<file path="src/psrd_pkg.sv">
`timescale 1ns / 1ps
// psrd_pkg: phase codes, field widths and item structs for the patch stream
// run decoder. No dependencies.
package psrd_pkg;

   localparam int WORD_W  = 16;
   localparam int ADDR_W  = 8;
   localparam int COUNT_W = 15;
   localparam int PHASE_W = 2;

   // bit 15 of a count word marks a fill run
   localparam int FILL_BIT = 15;

   localparam logic [PHASE_W-1:0] PH_ADDR  = 2'd0;
   localparam logic [PHASE_W-1:0] PH_COUNT = 2'd1;
   localparam logic [PHASE_W-1:0] PH_VALUE = 2'd2;

   typedef struct packed {
      logic [WORD_W-1:0] word;
      logic              last;
   } in_item_type;

   typedef struct packed {
      logic [ADDR_W-1:0]  reg_addr;
      logic [WORD_W-1:0]  value;
      logic [COUNT_W-1:0] repeat_res;
      logic               end_of_patch;
      logic               incomplete;
   } rsp_item_type;

   typedef struct packed {
      logic [PHASE_W-1:0] phase;
      logic               fill_mode;
   } status_type;

endpackage

</file>
<file path="src/psrd_if.sv">
`timescale 1ns / 1ps
// psrd_req_if / psrd_rsp_if: valid-ready channels for input words and
// write commands. Depends on psrd_pkg.
interface psrd_req_if;
   logic                         valid;
   logic                         ready;
   logic [psrd_pkg::WORD_W-1:0]  word;
   logic                         last;

   modport source (output valid, output word, output last, input ready);
   modport sink   (input valid, input word, input last, output ready);
endinterface

interface psrd_rsp_if;
   logic                          valid;
   logic                          ready;
   logic [psrd_pkg::ADDR_W-1:0]   reg_addr;
   logic [psrd_pkg::WORD_W-1:0]   value;
   logic [psrd_pkg::COUNT_W-1:0]  repeat_res;
   logic                          end_of_patch;
   logic                          incomplete;

   modport source (output valid, output reg_addr, output value, output repeat_res,
                   output end_of_patch, output incomplete, input ready);
   modport sink   (input valid, input reg_addr, input value, input repeat_res,
                   input end_of_patch, input incomplete, output ready);
endinterface

</file>
<file path="src/psrd_in_stage.sv">
`timescale 1ns / 1ps
// psrd_in_stage: input register for stream words.
// Depends on psrd_pkg and psrd_req_if.
module psrd_in_stage (
   input  logic                  clock,
   input  logic                  reset,
   psrd_req_if.sink              req_ch,
   input  logic                  advance,
   output logic                  item_valid,
   output psrd_pkg::in_item_type item
);

   logic                  valid_ff;
   logic                  valid_in;
   psrd_pkg::in_item_type item_ff;
   logic                  take;

   assign req_ch.ready = !valid_ff || advance;
   assign take         = req_ch.valid && req_ch.ready;

   always_comb begin
      valid_in = valid_ff;
      if (take) begin
         valid_in = 1'b1;
      end else if (advance) begin
         valid_in = 1'b0;
      end
   end

   always_ff @(posedge clock) begin
      if (reset) begin
         valid_ff <= 1'b0;
      end else begin
         valid_ff <= valid_in;
      end
   end

   always_ff @(posedge clock) begin
      if (take) begin
         item_ff.word <= req_ch.word;
         item_ff.last <= req_ch.last;
      end
   end

   assign item_valid = valid_ff;
   assign item       = item_ff;

endmodule

</file>
<file path="src/psrd_decode.sv">
`timescale 1ns / 1ps
// psrd_decode: record phase tracking and write command formation.
// Depends on psrd_pkg.
module psrd_decode (
   input  logic                   clock,
   input  logic                   reset,
   input  logic                   advance,
   input  psrd_pkg::in_item_type  item,
   output logic                   emit,
   output psrd_pkg::rsp_item_type result,
   output psrd_pkg::status_type   status
);

   logic [psrd_pkg::PHASE_W-1:0] phase_ff, phase_in;
   logic [psrd_pkg::ADDR_W-1:0]  held_ff, held_in;
   logic [psrd_pkg::COUNT_W-1:0] left_ff, left_in;
   logic                         fill_ff, fill_in;

   logic [psrd_pkg::COUNT_W-1:0] rep;
   logic [psrd_pkg::WORD_W-1:0]  val;
   logic                         write_cmd;
   logic                         done;
   logic [psrd_pkg::COUNT_W-1:0] count;
   logic [psrd_pkg::COUNT_W-1:0] left_dec;

   assign count    = item.word[psrd_pkg::COUNT_W-1:0];
   assign left_dec = left_ff - {{(psrd_pkg::COUNT_W-1){1'b0}}, 1'b1};

   always_comb begin
      phase_in  = phase_ff;
      held_in   = held_ff;
      left_in   = left_ff;
      fill_in   = fill_ff;
      rep       = '0;
      val       = '0;
      write_cmd = 1'b0;
      done      = 1'b0;
      unique case (phase_ff)
         psrd_pkg::PH_COUNT: begin
            fill_in = item.word[psrd_pkg::FILL_BIT];
            left_in = count;
            if (!item.word[psrd_pkg::FILL_BIT] && count == '0) begin
               phase_in = psrd_pkg::PH_ADDR;
               done     = 1'b1;
            end else begin
               phase_in = psrd_pkg::PH_VALUE;
            end
         end
         psrd_pkg::PH_VALUE: begin
            val = item.word;
            if (fill_ff) begin
               rep       = left_ff;
               write_cmd = (left_ff != '0);
               phase_in  = psrd_pkg::PH_ADDR;
               done      = 1'b1;
            end else begin
               rep       = {{(psrd_pkg::COUNT_W-1){1'b0}}, 1'b1};
               write_cmd = 1'b1;
               left_in   = left_dec;
               if (left_dec == '0) begin
                  phase_in = psrd_pkg::PH_ADDR;
                  done     = 1'b1;
               end
            end
         end
         default: begin
            // address word; the unused phase code lands here too
            held_in  = item.word[psrd_pkg::ADDR_W-1:0];
            phase_in = psrd_pkg::PH_COUNT;
         end
      endcase

      result.reg_addr     = held_in;
      result.value        = val;
      result.repeat_res   = rep;
      result.end_of_patch = item.last;
      result.incomplete   = 1'b0;
      emit                = write_cmd;
      if (item.last) begin
         // patch ends: back to reset state; flag a record cut short
         phase_in = psrd_pkg::PH_ADDR;
         held_in  = '0;
         left_in  = '0;
         fill_in  = 1'b0;
         if (!done) begin
            result.repeat_res = '0;
            result.incomplete = 1'b1;
            emit              = 1'b1;
         end
      end
   end

   always_ff @(posedge clock) begin
      if (reset) begin
         phase_ff <= psrd_pkg::PH_ADDR;
         held_ff  <= '0;
         left_ff  <= '0;
         fill_ff  <= 1'b0;
      end else if (advance) begin
         phase_ff <= phase_in;
         held_ff  <= held_in;
         left_ff  <= left_in;
         fill_ff  <= fill_in;
      end
   end

   assign status.phase     = phase_ff;
   assign status.fill_mode = fill_ff;

endmodule

</file>
<file path="src/psrd_out_stage.sv">
`timescale 1ns / 1ps
// psrd_out_stage: result register driving the write command channel.
// Depends on psrd_pkg and psrd_rsp_if.
module psrd_out_stage (
   input  logic                   clock,
   input  logic                   reset,
   input  logic                   load,
   input  psrd_pkg::rsp_item_type result,
   output logic                   free,
   psrd_rsp_if.source             rsp_ch
);

   logic                   valid_ff;
   logic                   valid_in;
   psrd_pkg::rsp_item_type data_ff;

   assign free = !valid_ff || rsp_ch.ready;

   always_comb begin
      valid_in = valid_ff;
      if (load) begin
         valid_in = 1'b1;
      end else if (rsp_ch.ready) begin
         valid_in = 1'b0;
      end
   end

   always_ff @(posedge clock) begin
      if (reset) begin
         valid_ff <= 1'b0;
      end else begin
         valid_ff <= valid_in;
      end
   end

   always_ff @(posedge clock) begin
      if (load) begin
         data_ff <= result;
      end
   end

   assign rsp_ch.valid        = valid_ff;
   assign rsp_ch.reg_addr     = data_ff.reg_addr;
   assign rsp_ch.value        = data_ff.value;
   assign rsp_ch.repeat_res   = data_ff.repeat_res;
   assign rsp_ch.end_of_patch = data_ff.end_of_patch;
   assign rsp_ch.incomplete   = data_ff.incomplete;

endmodule

</file>
<file path="src/patch_stream_run_decoder.sv">
`timescale 1ns / 1ps
// patch_stream_run_decoder: decodes address/count/value records of a patch
// word stream into register write commands.
// Depends on psrd_pkg, psrd_if, psrd_in_stage, psrd_decode, psrd_out_stage.
//
//   channel   dir  handshake     payload
//   req_ch    in   valid/ready   word[15:0], last
//   rsp_ch    out  valid/ready   reg_addr[7:0], value[15:0], repeat_res[14:0],
//                                end_of_patch, incomplete
//
// One word per cycle sustained while rsp_ch is ready; a word's command reaches
// rsp_ch via the input register, then decode into the result register. Address
// and count words and words closing a zero-count record give no item unless last
// cuts a record short. A stalled result register holds the decoder; the input register
// still takes one more word. Synchronous reset returns the decoder to expect-address.
module patch_stream_run_decoder (
   input  logic       clock,
   input  logic       reset,
   psrd_req_if.sink   req_ch,
   psrd_rsp_if.source rsp_ch
);

   logic                   item_valid;
   psrd_pkg::in_item_type  item;
   logic                   advance;
   logic                   emit;
   logic                   out_free;
   psrd_pkg::rsp_item_type result;
   psrd_pkg::status_type   status;

   assign advance = item_valid && out_free;

   psrd_in_stage u_in_stage (
      .clock      (clock),
      .reset      (reset),
      .req_ch     (req_ch),
      .advance    (advance),
      .item_valid (item_valid),
      .item       (item)
   );

   psrd_decode u_decode (
      .clock   (clock),
      .reset   (reset),
      .advance (advance),
      .item    (item),
      .emit    (emit),
      .result  (result),
      .status  (status)
   );

   psrd_out_stage u_out_stage (
      .clock  (clock),
      .reset  (reset),
      .load   (advance && emit),
      .result (result),
      .free   (out_free),
      .rsp_ch (rsp_ch)
   );

`ifndef SYNTH
   // any word with last set leaves the decoder at a clean record start
   a_last_clears: assert property (@(posedge clock) disable iff (reset)
      advance && item.last |=> status.phase == psrd_pkg::PH_ADDR && !status.fill_mode)
      else $error("decoder state not cleared after last word");

   // a cut-short record is only reported at the end of a patch, with no repeat
   a_incomplete_form: assert property (@(posedge clock) disable iff (reset)
      rsp_ch.valid && rsp_ch.incomplete |-> rsp_ch.end_of_patch && rsp_ch.repeat_res == '0)
      else $error("incomplete item malformed");

   // input side stalls only while a word is held back by the result register
   a_stall_cause: assert property (@(posedge clock) disable iff (reset)
      !req_ch.ready |-> item_valid && !out_free)
      else $error("input stalled without a blocked word");
`endif

endmodule

</file>
<file path="src/flat_wrapper.sv">
// flat-port wrapper written by rule: the top's interface ports become plain ports
module patch_stream_run_decoder_flat 
  (clock, reset, req_ch_valid, req_ch_word, req_ch_last, req_ch_ready, rsp_ch_valid, rsp_ch_reg_addr, rsp_ch_value, rsp_ch_repeat_res, rsp_ch_end_of_patch, rsp_ch_incomplete, rsp_ch_ready);
  psrd_req_if req_ch_i ();
  psrd_rsp_if rsp_ch_i ();
  input  logic clock;
  input  logic reset;
  input wire logic [$bits(req_ch_i.valid)-1:0] req_ch_valid;
  input wire logic [$bits(req_ch_i.word)-1:0] req_ch_word;
  input wire logic [$bits(req_ch_i.last)-1:0] req_ch_last;
  output wire logic [$bits(req_ch_i.ready)-1:0] req_ch_ready;
  output wire logic [$bits(rsp_ch_i.valid)-1:0] rsp_ch_valid;
  output wire logic [$bits(rsp_ch_i.reg_addr)-1:0] rsp_ch_reg_addr;
  output wire logic [$bits(rsp_ch_i.value)-1:0] rsp_ch_value;
  output wire logic [$bits(rsp_ch_i.repeat_res)-1:0] rsp_ch_repeat_res;
  output wire logic [$bits(rsp_ch_i.end_of_patch)-1:0] rsp_ch_end_of_patch;
  output wire logic [$bits(rsp_ch_i.incomplete)-1:0] rsp_ch_incomplete;
  input wire logic [$bits(rsp_ch_i.ready)-1:0] rsp_ch_ready;
  assign req_ch_i.valid = req_ch_valid;
  assign req_ch_i.word = req_ch_word;
  assign req_ch_i.last = req_ch_last;
  assign req_ch_ready = req_ch_i.ready;
  assign rsp_ch_valid = rsp_ch_i.valid;
  assign rsp_ch_reg_addr = rsp_ch_i.reg_addr;
  assign rsp_ch_value = rsp_ch_i.value;
  assign rsp_ch_repeat_res = rsp_ch_i.repeat_res;
  assign rsp_ch_end_of_patch = rsp_ch_i.end_of_patch;
  assign rsp_ch_incomplete = rsp_ch_i.incomplete;
  assign rsp_ch_i.ready = rsp_ch_ready;
  patch_stream_run_decoder u_core (.clock(clock), .reset(reset), .req_ch(req_ch_i), .rsp_ch(rsp_ch_i));
endmodule
</file>
<file path="config.mk">
export PLATFORM = sky130hd
export DESIGN_NAME = patch_stream_run_decoder_flat
export DESIGN_NICKNAME = d
export VERILOG_FILES = /design/src/psrd_pkg.sv /design/src/psrd_if.sv /design/src/psrd_in_stage.sv /design/src/psrd_decode.sv /design/src/psrd_out_stage.sv /design/src/patch_stream_run_decoder.sv /design/src/flat_wrapper.sv
export SDC_FILE = /design/constraint.sdc
export NUM_CORES = 1
export LEC_CHECK = 0
export BUFFER_PORTS_ARGS = -buffer_cell sky130_fd_sc_hd__buf_2
export CELL_PAD_IN_SITES_DETAIL_PLACEMENT = 1
export CELL_PAD_IN_SITES_GLOBAL_PLACEMENT = 1
export CORE_MARGIN = 5
export CORE_UTILIZATION = 40
export CTS_BUF_LIST = sky130_fd_sc_hd__clkbuf_4 sky130_fd_sc_hd__clkbuf_8
export DETAILED_ROUTE_END_ITERATION = 10
export PLACE_DENSITY = 0.76
export SKIP_CTS_REPAIR_TIMING = 1
export SYNTH_ARGS = -nofsm -noshare
export SYNTH_HDL_FRONTEND = slang
export SYNTH_HIERARCHICAL = 1
export SYNTH_SLANG_ARGS = --single-unit
</file>
<file path="constraint.sdc">
create_clock -name clock -period 7.45 [get_ports clock]
set_input_delay 0.745 -clock clock [delete_from_list [all_inputs] [get_ports clock]]
set_output_delay 0.745 -clock clock [all_outputs]
set_load 0.02 [all_outputs]
</file>
==> impl_metrics.ini, run 1 <==
[outcome]
status = completed

[placement]
gp_congestion = 0.8598
hpwl_mm = 6.838
dp_slack_ps = 4107
numPortBuffers = 63

[sta]
post-route-period-util = 0.4137
min_period_ps = 3082
setup_viol = 0
worstMarginPinSlew_ps = 1093
fin_hold_ws_ps = 503.6
finClkSkew_ps = 12.26
rsz0062_at_grt = false
slew_headroom = 0.2715
drv_slew = 0
hold_viol_final = 0
timing.final.ws_setup_ps = 4368
fmax_mhz = 324.5
tns_ps = 0

[logic_synthesis]
synth_fp_nets = 364
synth_area_per_cell_um2 = 11.39
synth_warnings = 6
synth_cells = 339
syn_area_um2 = 3860

[hold_path]
worstHoldStart = u_core/u_out_stage/rsp_ch.valid$_SDFFE_PP0P_
hp-class = reg -> reg

[clocking]
cts_buffers = 9
cts_num_sinks = 86
htree_levels = 3
clkTransAtPathRegs_ps = 90
clock_latency_ps = 360
cts_tree = yes
cts_max_path_buffers = 2
root_buffer = clkbuf_8

[power_and_ir_drop]
irDropWorstVdd_uv = 120.9
p_leak_nw = 1.677
power.density_nw_per_um2 = 214.5
totalPowerFinal_uw = 957.5

[cells_and_area]
fin_util = 0.4786
drive_gt1_frac = 0.2475
layout_commonest_cell = buf_2
antennaDiodeCount = 0
syn_to_final_growth_pct = 15.66
final_cell_mix = 63 x buf_2, 58 x edfxtp_1, 42 x nor2_1
final_nets = 420

[setup_path]
r2r_start = u_core/u_decode/left_ff[0]$_SDFFE_PP0P_
path_delay_family = simple AND/OR/NAND/NOR gates
worst_setup_path_start_kind = flop
required_ps = 7410
critPathMaxStageDelay_ps = 550
crit_path_top_delay_cell = and3_2
cp.arrival_ps = 3050
crit_chain = inv_1, ha_1, nor3b_1, nand2_1, nor2_1, and4b_1, o22ai_1, and3_2
crit_fanout = 42
crit_start = u_core/u_decode/left_ff[0]$_SDFFE_PP0P_
critical_path_class = reg -> reg
cp.buffers_inverters = 1
end_kind = flop

[detailed_routing]
drt_iter0_drc = 143
final_antenna_net_count = 0
routed_wirelength_mm = 9.663
drtPass1Iterations = 4
drc = 0
routed-via-count = 2795
via_per_inst = 5.284
wl_per_cell_um = 18.27

[grt]
grt_max_degree = 43
grt_overflow = 0
antenna_found_initial = 0
grt_usage = 0.1739
grt_pass1_vias = 2933
grt_pass1_wl_mm = 15.48

[die]
pin_count = 64
core_area_um2 = 9328
row_count = 35
start_util = 0.4138
die_area_um2 = 11710
fp.dieW_um = 108.2
die_y_um = 108.2

[flow_run]
maxCapViolations = 0
==> through the flow <==
stage               instances  area, um2
CTS                       529       4464
floorplan                 339       3860
finish                    529       4464
global placement          513       4263
detailed placement        513       4263
global route              529       4464
==> worst reg2reg max path, stage by stage, from the launching register on <==
cell and delay (ps):
dfxtp_1 390, inv_1 150, ha_1 270, nor3b_1 470
nand2_1 230, nor2_1 250, and4b_1 250, o22ai_1 90
and3_2 550
==> sequential cells by signal (all words and copies together) (netlist names) <==
register                                count
u_core/u_out_stage/rsp_ch.incomplete        1
u_core/u_decode/phase_ff                    2
u_core/u_in_stage/item_valid                1
u_core/u_out_stage/rsp_ch.repeat_res       15
u_core/u_decode/fill_ff                     1
u_core/u_decode/held_ff                     8
u_core/u_out_stage/rsp_ch.valid             1
u_core/u_out_stage/rsp_ch.value            16
u_core/u_out_stage/rsp_ch.reg_addr          8
u_core/u_out_stage/rsp_ch.end_of_patch      1
u_core/u_in_stage/item                     17
u_core/u_decode/left_ff                    15
==> cell type report <==
cell class	instances	area (um2)
Clock buffer	10	131.4
Clock inverter	6	70.07
Fill cell	1045	4863
Inverter	10	37.54
Multi-Input combinational cell	224	1439
Sequential cell	86	2302
Tap cell	129	161.4
Timing Repair Buffer	64	322.8
==> path summary, 6_finish.rpt <==
| path | end | slack, ps | cells past startpoint |
|---|---|---|---|
| worst max-delay path | u_core/u_out_stage/rsp_ch.reg_addr[0]$_DFFE_PP_ | 4370 | 8 |
| worst min-delay path | u_core/u_out_stage/rsp_ch.valid$_SDFFE_PP0P_ | 500 | 2 |
| worst max register to register | u_core/u_out_stage/rsp_ch.reg_addr[0]$_DFFE_PP_ | 4370 | 8 |
| worst min register to register | u_core/u_out_stage/rsp_ch.valid$_SDFFE_PP0P_ | 500 | 2 |
==> report_power, final <==
group,internal (mW),leakage [nW],switching (mW),total [mW]
registers,0.527,0.778,0.0131,0.541
logic,0.0288,0.806,0.0521,0.0809
clock network,0.161,0.0929,0.175,0.336
==> layer usage <==
layer  vias up  GRT usage  routed length [um]
li1       1335          -                   -
met1      1376     0.2209                4152
met2        69     0.2935                4905
met3        15    0.03224                 369
met4         0    0.06853                 235
met5         -          0                   0
Note: power is estimated with default switching activity, not from simulation.
==> run 2, diff against run 1 <==
ABC_AREA = 1   (was not set)
PLACE_DENSITY = 0.81   (was 0.76)
clock period = 2.6 ns   (was 7.45 ns; I/O delays follow)
==> run 2 against run 1 <==
Net effect:
- combinational power grew to 5.7 times the previous value
- core utilization grew 5.1 points
- non-clock buffer count grew 51
- critical path type unchanged
- largest power group unchanged
==> impl_metrics.ini, run 2 <==
[outcome]
status = completed

[placement]
hpwl_mm = 7.511
gp_congestion = 0.8768
numPortBuffers = 63
place_area_um2 = 4648

[sta]
drv_slew = 0
setup_viol = 0
fmax_mhz = 390.9
tns_ps = 0
slew_headroom = 0.5842
post-route-period-util = 0.9838
hold_viol_final = 0
min_period_ps = 2558
rsz0062_at_grt = true
finClkSkew_ps = 9.120
worstMarginPinSlew_ps = 623.7

[grt]
antenna_found_initial = 0
grt_pass1_vias = 3479
grt_pass1_wl_mm = 16.72
grt_overflow = 0
grt_usage = 0.1830
grt_max_degree = 43

[setup_path]
critical_path_class = reg -> reg
crit_fanout = 7
reg2regPathDepth = 22
worst_setup_path_start_kind = flop
required_ps = 2730
cp.arrival_ps = 2690
reg2reg_slack_ps = 40
end_kind = flop

[hold_path]
hp-class = in -> reg
hold_depth = 1

[logic_synthesis]
synth_fp_nets = 450
synth_cells = 425
synth_warnings = 6
synth_area_per_cell_um2 = 9.288
syn_area_um2 = 3948

[detailed_routing]
routed_wirelength_mm = 11.55
drtPass1Iterations = 4
routed-via-count = 3405
final_antenna_net_count = 0
drt_iter0_drc = 146
wl_per_cell_um = 17.06
via_per_inst = 5.030
drc = 0

[power_and_ir_drop]
power.density_nw_per_um2 = 580.3
irDropWorstVdd_uv = 327.0
pwr-share-comb = 0.155
switching_share = 0.2661
seqPwrFrac = 0.521
p_switching_uw = 792.3
clock_power_share = 0.325
p_int_mw = 2.185
p_leak_nw = 2.147

[cells_and_area]
final_cell_mix = 112 x nand2_1, 63 x buf_2, 58 x edfxtp_1
drive_gt1_frac = 0.3346
layout_commonest_cell = nand2_1
syn_to_final_growth_pct = 29.98
antennaDiodeCount = 0
final_nets = 564
post-route-cell-area_um2 = 5131
fillers = 1151
largest_reg_flops = 17

[clocking]
htree_levels = 3
cts_max_path_buffers = 2
cts_buffers = 9
clkTransAtPathRegs_ps = 90
cts_tree = yes
clock_latency_ps = 360
root_buffer = clkbuf_8
cts_num_sinks = 86

[die]
row_count = 36
fp.dieW_um = 109.3
core_area_um2 = 9684
die_y_um = 109.3
pin_count = 64
start_util = 0.4076
die_area_um2 = 11960

[flow_run]
maxCapViolations = 0
[run 2: cell count changes in the layout (fill, tap and decap cells not counted), moves of 7 or more]
cell,previous run,this run
nand2_1,10,112
buf_4,1,44
inv_1,10,50
and2_1,31,0
nor2_1,42,18
a21oi_1,27,42
o21ai_0,7,21
nand3_1,3,16
nor2b_1,10,0
a21oi_2,2,11
mux2_2,8,0
nand2_2,0,7
o211ai_1,0,7
[run 2: worst paths after layout]
path                                                               from                                                 end
worst min register to register  u_core/u_decode/held_ff[7]$_SDFFE_PP0P_             u_core/u_decode/held_ff[7]$_SDFFE_PP0P_
worst max register to register  u_core/u_decode/left_ff[1]$_SDFFE_PP0P_  u_core/u_out_stage/rsp_ch.repeat_res[14]$_DFFE_PP_
worst max-delay path            u_core/u_decode/left_ff[1]$_SDFFE_PP0P_  u_core/u_out_stage/rsp_ch.repeat_res[14]$_DFFE_PP_
worst min-delay path                                    req_ch_word[10]                u_core/u_in_stage/item[11]$_DFFE_PP_
[run 2: power by group through the flow]
| stage | Combinational (mW) | Sequential [mW] | Clock (mW) |
|---|---|---|---|
| 6_report | 0.461 | 1.55 | 0.967 |
| 2_1_floorplan | 0.188 | 1.61 | 0 |
| 3_3_place_gp | 0.370 | 1.58 | 0 |
| 4_1_cts | 0.388 | 1.55 | 0.985 |
| 3_5_place_dp | 0.384 | 1.58 | 0 |
| 5_1_grt | 0.496 | 1.56 | 1.06 |
[run 2: layout make-up]
type                       count  area (um2)  area share
inverter                      57       222.7     0.04340
clock buffer                  11       145.1     0.02829
clock inverter                 5       57.56     0.01122
sequential                    86        2310      0.4501
multi-input combinational    270        1454      0.2833
timing repair buffer         115       775.7      0.1512
tap                          133       166.4     0.03243
[run 2: layer usage]
| layer | track usage | share of wire | wire length (um) | up-vias |
|---|---|---|---|---|
| met5 | 0 | 0 | 0 | - |
| met3 | 0.03406 | 0.041 | 470 | 17 |
| met4 | 0.07035 | 0.026 | 296 | 0 |
| met2 | 0.3256 | 0.50 | 5817 | 88 |
| met1 | 0.2185 | 0.43 | 4969 | 1669 |
| li1 | - | - | - | 1631 |
[run 2: metrics by stage]
step	hold WS [ps]	setup slack (ps)	total power, mW	cells	util
floorplan	322.4	27.20	1.799	425	-
finish	67.69	42.04	2.977	677	0.5298
global route	53.66	-113.1	3.109	677	0.5298
global placement	436.9	-304.1	1.948	643	0.4800
CTS	53.82	-495.8	2.923	659	0.5009
detailed placement	439.1	-461.8	1.965	643	0.4800
[run 2: critical path: stages (launching register included)]
cell and delay [ps]:
dfxtp_4 370, inv_4 60, ha_4 160, nand2_8 70, nor2_8 180, buf_6 120
nand2_4 40, nand2_2 60, nand2_2 60, nor2_2 70, nand2_1 60, nor2_1 100
nand2_1 100, nand2_1 80, nand2_1 60, nand2_2 80, nand2_4 60, nand2_4 70
nand2_4 50, clkinvlp_4 130, buf_12 130, nor2_4 40, buf_4 170
==> run 3, diff against run 2 <==
clock period = 2.3 ns   (was 2.6 ns; I/O delays follow)
==> run 3 against run 2 <==
Net effect:
- the flow now finishes with violations (setup timing)
- global-route usage is 0.79 points higher
- critical endpoint is now u_core/u_out_stage/rsp_ch.repeat_res[8]$_DFFE_PP_
- setup slack lost 140 ps
- critical path depth is 3 lower
==> impl_metrics.ini, run 3 (same netlist as run 2, synthesis figures left out) <==
[die]
pin_count = 64
core_area_um2 = 9684
die_area_um2 = 11960
die_y_um = 109.3
row_count = 36
start_util = 0.4076
fp.dieW_um = 109.3

[clocking]
cts_max_path_buffers = 2
cts_num_sinks = 86
clock_latency_ps = 370
cts_tree = yes
htree_levels = 3
cts_buffers = 9
root_buffer = clkbuf_8
clkTransAtPathRegs_ps = 90

[placement]
hpwl_mm = 7.896
numPortBuffers = 63
dp_slack_ps = -741.9
placed_cells = 662
gp_congestion = 0.8370
place_area_um2 = 4798

[setup_path]
cpMostUsedCell = nand2_1
crit_fanout = 7
worst_setup_path_start_kind = flop
crit_path_top_delay_cell = dfxtp_4
reg2reg_slack_ps = -90
critical_path_class = reg -> reg
critPathMaxStageDelay_ps = 380
crit_chain = inv_4, ha_4, nand2_4, nor2_8, nand3_2, nand2_1, nand2_1, nand3_1, nor2_1, nand2_1, nand2_1, nand2_1, nand2_2, nand2_4, nand2_2, nand2_2, clkinv_4, nor2_4, clkbuf_16
end_kind = flop
required_ps = 2390
cp.arrival_ps = 2490

[sta]
min_period_ps = 2394
finClkSkew_ps = 11.50
worstMarginPinSlew_ps = 602.4
slew_headroom = 0.5984
rsz0062_at_grt = true
timing.final.ws_setup_ps = -94.37
drv_slew = 0
setup_viol = 42
fin_hold_ws_ps = 29.64
fmax_mhz = 417.6
tns_ps = -3042
post-route-period-util = 1.041
hold_viol_final = 0

[flow_run]
maxCapViolations = 0

[cells_and_area]
largest_reg_flops = 17
final_cell_mix = 110 x nand2_1, 63 x buf_2, 58 x edfxtp_1
fin_util = 0.5355
drive_gt1_frac = 0.3574
syn_to_final_growth_pct = 31.38
post-route-cell-area_um2 = 5186
antennaDiodeCount = 0
final_cells = 687
final_nets = 574
fillers = 1131
layout_commonest_cell = nand2_1

[detailed_routing]
final_antenna_net_count = 0
routed_wirelength_mm = 11.72
met1_length_mm = 4.894
via_per_inst = 4.962
routed-via-count = 3409
wl_met2_mm = 6.039
drc = 0
drtPass1Iterations = 4
wl_met3_um = 577
drt_iter0_drc = 110
wl_per_cell_um = 17.06
highest_layer = met4

[grt]
grt_pass1_wl_mm = 17.55
grt_overflow = 0
grt_max_degree = 43
antenna_found_initial = 0
grt_pass1_vias = 3606
grt_usage = 0.1909

[power_and_ir_drop]
power.density_nw_per_um2 = 624.2
irDropWorstVdd_uv = 391.9
totalPowerFinal_mw = 3.237
p_leak_nw = 2.184

[hold_path]
hp-class = in -> reg

[outcome]
violations = setup timing
status = finished, violations left
==> run 3: cell types whose count changed in the layout (fill, tap and decap cells not counted), sizes merged <==
cell / previous run / this run
clkinv: 3 / 4
buf: 114 / 124
bufinv: 1 / 0
==> run 3: power by group <==
group | switching, mW | internal, mW | total (mW)
sequential | 0.0335 | 1.71 | 1.75
clock | 0.551 | 0.419 | 0.969
combinational | 0.314 | 0.206 | 0.520
==> run 3: final cells by class <==
type                            instances  area [um2]  share of cell area
Clock buffer                           11       138.9             0.02678
Multi-Input combinational cell        270        1464              0.2823
Tap cell                              133       166.4             0.03209
Clock inverter                          5       35.03            0.006755
Timing Repair Buffer                  125       848.3              0.1636
Sequential cell                        86        2310              0.4454
Inverter                               57       224.0             0.04318
==> run 3: worst max-delay path, delay by kind of cell (launching register included) <==
kind                     cells  cell delay (ps)
adder cells (fa/ha/maj)      1              160
buffers and inverters        3              360
flip-flops                   1              380
AND/OR/NAND/NOR             15             1210
==> run 3: routing by layer <==
metal  up-vias  global-route usage
li1       1655                   -
met1      1647              0.2314
met2        90              0.3348
met3        17             0.03112
met4         0             0.08192
met5         -                   0
==> run 3: worst paths after layout <==
path	startpoint	endpoint	cells after the start
setup / recovery	u_core/u_decode/left_ff[1]$_SDFFE_PP0P_	u_core/u_out_stage/rsp_ch.repeat_res[8]$_DFFE_PP_	19
hold / removal	req_ch_word[0]	u_core/u_in_stage/item[1]$_DFFE_PP_	1
setup reg to reg	u_core/u_decode/left_ff[1]$_SDFFE_PP0P_	u_core/u_out_stage/rsp_ch.repeat_res[8]$_DFFE_PP_	19
hold reg to reg	u_core/u_decode/held_ff[1]$_SDFFE_PP0P_	u_core/u_decode/held_ff[1]$_SDFFE_PP0P_	2
